$ cat src/rtl/core/affine_sprite_blit_macros.svh
// Assertion macros for the affine sprite blitter.
// Included by the top level; no other dependencies.
`ifndef AFFINE_SPRITE_BLIT_MACROS_SVH
`define AFFINE_SPRITE_BLIT_MACROS_SVH
`ifndef ASSERT_OFF
`define ASB_ASSERT(lbl, clk, rst_n, prop, msg) \
    lbl: assert property (@(posedge clk) disable iff (!rst_n) prop) else $error(msg);
`define ASB_ASSERT_NORST(lbl, clk, prop, msg) \
    lbl: assert property (@(posedge clk) prop) else $error(msg);
`else
`define ASB_ASSERT(lbl, clk, rst_n, prop, msg)
`define ASB_ASSERT_NORST(lbl, clk, prop, msg)
`endif
`endif

$ cat src/rtl/core/asb_pkg.sv
// Shared types and constants of the affine sprite blitter.
// Used by every module in rtl/core; depends on nothing.
package asb_pkg;

    localparam int COEF_W    = 32;
    localparam int FRAC_BITS = 16;
    localparam int DEST_W    = 10;
    localparam int SIZE_W    = 7;
    localparam int ADDR_W    = 12;
    localparam int KEY_W     = 8;
    localparam int COLOR_W   = 32;
    localparam int PAL_AW    = 8;
    localparam int PAL_DEPTH = 256;
    localparam int CMD_W     = 2;
    localparam int CFG_IDX_W = 3;
    localparam int NSTAGE    = 5;
    // 11-bit signed coordinate times 32-bit signed coefficient.
    localparam int PROD_W    = DEST_W + 1 + COEF_W;
    localparam int SUM_W     = PROD_W + 1;
    localparam int COORD_W   = SUM_W - FRAC_BITS;

    localparam logic [CMD_W-1:0] CMD_TEXEL   = 2'd0;
    localparam logic [CMD_W-1:0] CMD_PALETTE = 2'd1;
    localparam logic [CMD_W-1:0] CMD_DRAW    = 2'd2;

    localparam logic [CFG_IDX_W-1:0] REG_COEF_U_X = 3'd0;
    localparam logic [CFG_IDX_W-1:0] REG_COEF_U_Y = 3'd1;
    localparam logic [CFG_IDX_W-1:0] REG_OFFSET_U = 3'd2;
    localparam logic [CFG_IDX_W-1:0] REG_COEF_V_X = 3'd3;
    localparam logic [CFG_IDX_W-1:0] REG_COEF_V_Y = 3'd4;
    localparam logic [CFG_IDX_W-1:0] REG_OFFSET_V = 3'd5;
    localparam logic [CFG_IDX_W-1:0] REG_WIDTH    = 3'd6;
    localparam logic [CFG_IDX_W-1:0] REG_HEIGHT   = 3'd7;

    typedef struct packed {
        logic [COEF_W-1:0] coef_u_from_x;
        logic [COEF_W-1:0] coef_u_from_y;
        logic [COEF_W-1:0] offset_u;
        logic [COEF_W-1:0] coef_v_from_x;
        logic [COEF_W-1:0] coef_v_from_y;
        logic [COEF_W-1:0] offset_v;
        logic [SIZE_W-1:0] sprite_width;
        logic [SIZE_W-1:0] sprite_height;
    } t_cfg;

    typedef struct packed {
        logic [CMD_W-1:0]   command;
        logic [ADDR_W-1:0]  address;
        logic [COLOR_W-1:0] value;
        logic [DEST_W-1:0]  dest_x;
        logic [DEST_W-1:0]  dest_y;
        logic [KEY_W-1:0]   key;
    } t_item;

    // Per-stage load enables and occupancy, index 0 is the first stage.
    typedef struct packed {
        logic [NSTAGE-1:0] en;
        logic [NSTAGE-1:0] vld;
    } t_pipe_ctl;

endpackage

$ cat src/rtl/core/asb_xform.sv
// Stages 1 and 2: affine products, then sums floored to texel coordinates.
// Depends on asb_pkg.
module asb_xform (
    input  logic                            i_clk,
    input  asb_pkg::t_pipe_ctl              i_ctl,
    input  asb_pkg::t_cfg                   i_cfg,
    input  asb_pkg::t_item                  i_item,
    output asb_pkg::t_item                  o_item,
    output logic [asb_pkg::COORD_W-1:0]     o_u,
    output logic [asb_pkg::COORD_W-1:0]     o_v
);

    logic signed [asb_pkg::DEST_W:0]   x_s;
    logic signed [asb_pkg::DEST_W:0]   y_s;
    logic signed [asb_pkg::PROD_W-1:0] n_pux, n_puy, n_pvx, n_pvy;
    logic signed [asb_pkg::PROD_W-1:0] r1_pux, r1_puy, r1_pvx, r1_pvy;
    logic signed [asb_pkg::SUM_W-1:0]  n_su, n_sv;
    asb_pkg::t_item                    r1_item;
    asb_pkg::t_item                    r2_item;
    logic [asb_pkg::COORD_W-1:0]       r2_u, r2_v;

    assign x_s = $signed({1'b0, i_item.dest_x});
    assign y_s = $signed({1'b0, i_item.dest_y});

    assign n_pux = x_s * $signed(i_cfg.coef_u_from_x);
    assign n_puy = y_s * $signed(i_cfg.coef_u_from_y);
    assign n_pvx = x_s * $signed(i_cfg.coef_v_from_x);
    assign n_pvy = y_s * $signed(i_cfg.coef_v_from_y);

    always_ff @(posedge i_clk) begin
        if (i_ctl.en[0]) begin
            r1_item <= i_item;
            r1_pux  <= n_pux;
            r1_puy  <= n_puy;
            r1_pvx  <= n_pvx;
            r1_pvy  <= n_pvy;
        end
    end

    assign n_su = asb_pkg::SUM_W'(r1_pux) + asb_pkg::SUM_W'(r1_puy)
                + asb_pkg::SUM_W'($signed(i_cfg.offset_u));
    assign n_sv = asb_pkg::SUM_W'(r1_pvx) + asb_pkg::SUM_W'(r1_pvy)
                + asb_pkg::SUM_W'($signed(i_cfg.offset_v));

    // Dropping the fraction bits of a two's complement value is a floor.
    always_ff @(posedge i_clk) begin
        if (i_ctl.en[1]) begin
            r2_item <= r1_item;
            r2_u    <= n_su[asb_pkg::SUM_W-1:asb_pkg::FRAC_BITS];
            r2_v    <= n_sv[asb_pkg::SUM_W-1:asb_pkg::FRAC_BITS];
        end
    end

    assign o_item = r2_item;
    assign o_u    = r2_u;
    assign o_v    = r2_v;

endmodule

$ cat config.mk
export PLATFORM = sky130hd
export DESIGN_NAME = asb_xform
export DESIGN_NICKNAME = d
export VERILOG_FILES = /design/src/rtl/core/affine_sprite_blit_macros.svh /design/src/rtl/core/asb_pkg.sv /design/src/rtl/core/asb_xform.sv
export SDC_FILE = /design/constraint.sdc
export NUM_CORES = 2
export LEC_CHECK = 0
export ABC_CLOCK_PERIOD_IN_PS = 12700
export BUFFER_PORTS_ARGS = -buffer_cell sky130_fd_sc_hd__buf_2
export CORE_MARGIN = 10
export CORE_UTILIZATION = 47
export DETAILED_ROUTE_END_ITERATION = 8
export GPL_TIMING_DRIVEN = 0
export PLACE_DENSITY = 0.75
export SLEW_MARGIN = 0
export SYNTH_ARGS = -nofsm -noshare
export SYNTH_HDL_FRONTEND = slang
export SYNTH_SLANG_ARGS = --single-unit
$ cat constraint.sdc
create_clock -name i_clk -period 12.7 [get_ports i_clk]
set_input_delay 2.54 -clock i_clk [delete_from_list [all_inputs] [get_ports i_clk]]
set_output_delay 2.54 -clock i_clk [all_outputs]
set_load 0.01 [all_outputs]
# ---- Word-level counts from Yosys, hierarchy flattened
# Index checks and enable logic that the tools add are counted.
dict set report word_totals {
  inputBits 291
  output_inout_bits 130
  regBits 376
  word_cells 26
}
dict set report op_classes {
  mul 4
  n_addsub 4
}
# cell count
set ops {}
lappend ops {{$mul 11x32->43} 4}
lappend ops {{$add 43x43->44} 2}
lappend ops {{$add 44x32->44} 2}

# ---- Longest topological paths before layout
dict set report depth {
  ltp_word 2
  depth_mapped 24
  depth_no_buf 21
}

# ---- Worst setup path after synthesis
# No wires, ideal clock.
dict set report synth_path {
  kind {input-to-reg}
  start {input i_item[10] (netlist bit)}
  end {register r1_pvy[37] (netlist bit), data pin}
  setup_time_ns 0.259
  required_ns 12.441
  path_buffers 2
  cell_stages 20
  setup_slack_ns 4.403
  arrival_ns 8.038
  path_cell_list {clkbuf_1 clkbuf_1 nand2_1 fa_1 fa_1 fa_1 inv_1 fa_1 inv_1 fa_1 inv_1 ha_1 or4_1 o21a_1 a221o_1 a2111oi_2 nor2_1 a311o_1 a21oi_2 xnor2_1}
}
dict set report synth_via {
  elab_chain_cells 1
}
# item line
set synth_rtl {}
lappend synth_rtl {{start, declared} asb_xform.sv:7} ;# input asb_pkg::t_item i_item,
lappend synth_rtl {{$mul 11x32->43} asb_xform.sv:28} ;# assign n_pvy = y_s * $signed(i_cfg.coef_v_from_y);
lappend synth_rtl {{via n_pvy, one bit} asb_xform.sv:15} ;# logic signed [asb_pkg::PROD_W-1:0] n_pux, n_puy, n_pvx, n_pvy;
lappend synth_rtl {{end signal, assigned} asb_xform.sv:36} ;# r1_pvy <= n_pvy;
lappend synth_rtl {{end, declared} asb_xform.sv:16} ;# logic signed [asb_pkg::PROD_W-1:0] r1_pux, r1_puy, r1_pvx, r1_pvy;
# The timed path passes the listed nets, and every way through them passes these cells.
# A chain may end at the register's enable or synchronous reset.

# ---- Final worst setup path
dict set report layout_path {
  start {input i_item[13] (netlist bit)}
  end {register r1_pvy[39] (netlist bit), data pin}
}
# The elaborated chain is that of the path after synthesis.

==> qor.txt <==
Outcome -> complete, no violations
Total negative slack -> 0 ps
Mapped Nets -> 8054
Netlist cell types -> 75
Post-DR wirelength/cell -> 21.09 um
PostCTS Resize Cnt -> 0
Core Region -> 127800 um^2
Initial Util -> 47.42%
Clock Latency Late Sink -> 670 ps
1st-pass router iterations -> 6
Most frequent cells in the layout -> inv_1 (1312), fa_1 (1176), nand2_1 (824), and2_1 (564), ha_1 (456)
Number of synthesized flops with an enable pin -> 376
Synth Instances -> 6131
Syn Std Cell Area -> 60630 um^2
Synthesized-area fraction occupied by adder cells -> 48.24%
Post-synthesis compound-gate area fraction -> 6.336%
Global route total overflow -> 0
Ys async rst share -> 0%
Post-CTS setup repair buffer count -> 0
Top_reg_cell synth -> edfxtp_1
Crit. End Element -> flop
H-tree lvl count -> 2
Hpwl dp -> 143300 um
Synth Area in XOR/XNOR -> 3.178%
Max-Cap Viols -> 0
Initial DRC count -> 3330
Multiplexer share of the synthesized area -> 0.01651%
Crit path time final -> 9558 ps
WP data arrival -> 9910 ps
Sequential element share of the synthesized area -> 18.62%
Hold buffer count at CTS -> 0
CP most frequent cell -> fa_1
Hold Path Class -> flop to flop
DR DRC count -> 0
Largest family of logic cells by synthesized area -> adder cells
Synth Area in Simple Gates -> 13.76%
Hold Worst Slack -> 385.7 ps
Metal2 WL -> 81520 um
Routed Antenna Nets -> 0
FMAX -> 104.6 MHz
Root buf cell -> clkbuf_16
Synth warn -> 0
DR vias -> 43.89k
Fin util -> 51.49%
Commonest non-fill, non-tap cell in the layout -> inv_1
Setup Viol. Count Final -> 0
Startpoint Class -> primary input
CP Class -> primary input to flop
Clock sink count -> 376
Initial antenna violation count -> 36
First-pass GRT wire length -> 269100 um
Cells along the critical path -> buf_2 > clkbuf_1 > clkbuf_1 > nand2_1 > fa_1 > fa_1 > inv_1 > fa_1 > fa_1 > inv_1 > fa_1 > inv_1 > ha_1 > or4_1 > o21a_1 > a221o_1 > a31oi_1 > o221ai_1 > a31oi_1 > o41ai_1 > xor2_1
Final Hold Vio Count -> 0
Layout fillers -> 11.41k
P&R area growth vs syn -> 8.585%
Vias in the first global route -> 47.09k
Full die area -> 143800 um^2
RSZ-0062 raised after global routing -> no
Met1 wire length -> 69010 um
Pins Over Slew Limit -> 0
Normalized max-slew margin -> 22.85%
# IOs -> 421
Max clock buf depth -> 3
Number of vias per cell -> 5.367
IO Port Bufs -> 281
TritonCTS Buffers -> 48
Total Nets Final -> 8388
Layout cells sized above 1 -> 5.750%
Total Routed Length -> 172400 um
Setup Skew -> 56.97 ps
Die Width -> 379.2 um
Met3 wire length -> 16660 um
Slowest-stage cell, CP -> clkbuf_1
Final period util -> 75.26%
Least-Margin Pin Slew -> 1157 ps
Top Layer Used -> met5
CTS clock-pin slew for the worst setup and hold paths -> 70 ps
Mapped Avg Cell Area -> 9.889 um^2
Largest net degree at the start of global routing -> 94
Slowest cell delay on critical path -> 810 ps
Global Route Usage Sum -> 24.24%
Worst EP required -> 13050 ps
Die Ht -> 379.2 um
CTS tree -> yes
Maximum fanout along the worst path -> 11
GP Congestion -> 0.9345
Site row count -> 131
Synthesis-stage register bit count -> 376
-- registers in the layout, summed over array words and instances, names as in the netlist --
signal and flops:
o_item 74, r1_item 74, r1_pux 43, r1_puy 43
r1_pvx 43, r1_pvy 43, o_u 28, o_v 28
-- cells in the mapped netlist (5+ instances only) --
library cell | count | share of area [%]
a211o_1 | 7 | 0.10
a211oi_1 | 16 | 0.20
a21boi_0 | 5 | 0.062
a21o_1 | 109 | 1.3
a21oi_1 | 200 | 1.7
a31oi_1 | 26 | 0.27
and2_1 | 564 | 5.8
and3_1 | 24 | 0.25
buf_1 | 16 | 0.099
clkbuf_1 | 261 | 1.6
edfxtp_1 | 376 | 19
fa_1 | 1176 | 39
ha_1 | 456 | 9.4
inv_1 | 1312 | 8.1
nand2_1 | 824 | 5.1
nand2b_1 | 20 | 0.21
nand3_1 | 46 | 0.38
nand4_1 | 35 | 0.36
nor2_1 | 111 | 0.69
nor2b_1 | 22 | 0.23
nor3_1 | 34 | 0.28
o211ai_1 | 16 | 0.20
o21a_1 | 29 | 0.36
o21ai_0 | 91 | 0.75
o21bai_1 | 21 | 0.26
o221ai_1 | 6 | 0.087
o31a_1 | 5 | 0.072
o31ai_1 | 6 | 0.074
or2_2 | 6 | 0.062
or3_1 | 7 | 0.072
xnor2_1 | 154 | 2.2
xor2_1 | 66 | 0.95
-- cells by family after synthesis --
group,after synthesis
adders and majority gates,1632
xor gates and xnor gates,220
DFF,376
muxes,1
buffers and inverters,1590
and+or+nand+nor,1717
AOI/OAI and AO/OA,595
-- through the flow --
stage	setup WS [ps]	instance area, um^2	std cells
after CTS	3310	65800	8166
after global placement	2700	64110	8074
final	3142	65830	8178
after global routing	2953	65810	8170
after detailed placement	2649	64210	8077
after floorplan	4403	60630	6131
-- routing by layer --
metal	GRT usage, %	up-vias
met2	40.28	1861
met5	0	-
met3	5.730	312
li1	-	19437
met1	31.53	22248
met4	6.980	36
-- cell type report --
type,count,area [um^2],share of cell area (%)
flip-flops and latches,376,11290,17.15
diodes,12,30.03,0.04561
repair buffers,284,1505,2.286
clock inverters,33,359.1,0.5455
plain buffers,278,1045,1.587
inverters,1312,4925,7.481
clock buffers,56,1231,1.870
well taps,1662,2079,3.159
multi-input cells,4165,43370,65.88
-- path summary, 6_finish.rpt --
| path | startpoint | endpoint | slack (ps) | cells past startpoint |
|---|---|---|---|---|
| min | r1_item[14] | o_item[14] | 390 | 0 |
| min reg2reg | r1_item[14] | o_item[14] | 390 | 0 |
| max | i_item[13] | r1_pvy[39] | 3140 | 21 |
| max reg2reg | r1_pvy[14] | o_v[23] | 8710 | 11 |
-- critical path: cells and delay by family --
kind	cells	cell delay [ps]
adder cells (fa/ha/maj)	6	2520
AO/OA/AOI/OAI	6	2110
buffers and inverters	6	1850
AND/OR/NAND/NOR	2	710
XOR/XNOR	1	170
Power is left out: the tool's default activity adds up to more than one toggle a clock period on the data nets, which glitch-free logic cannot reach.
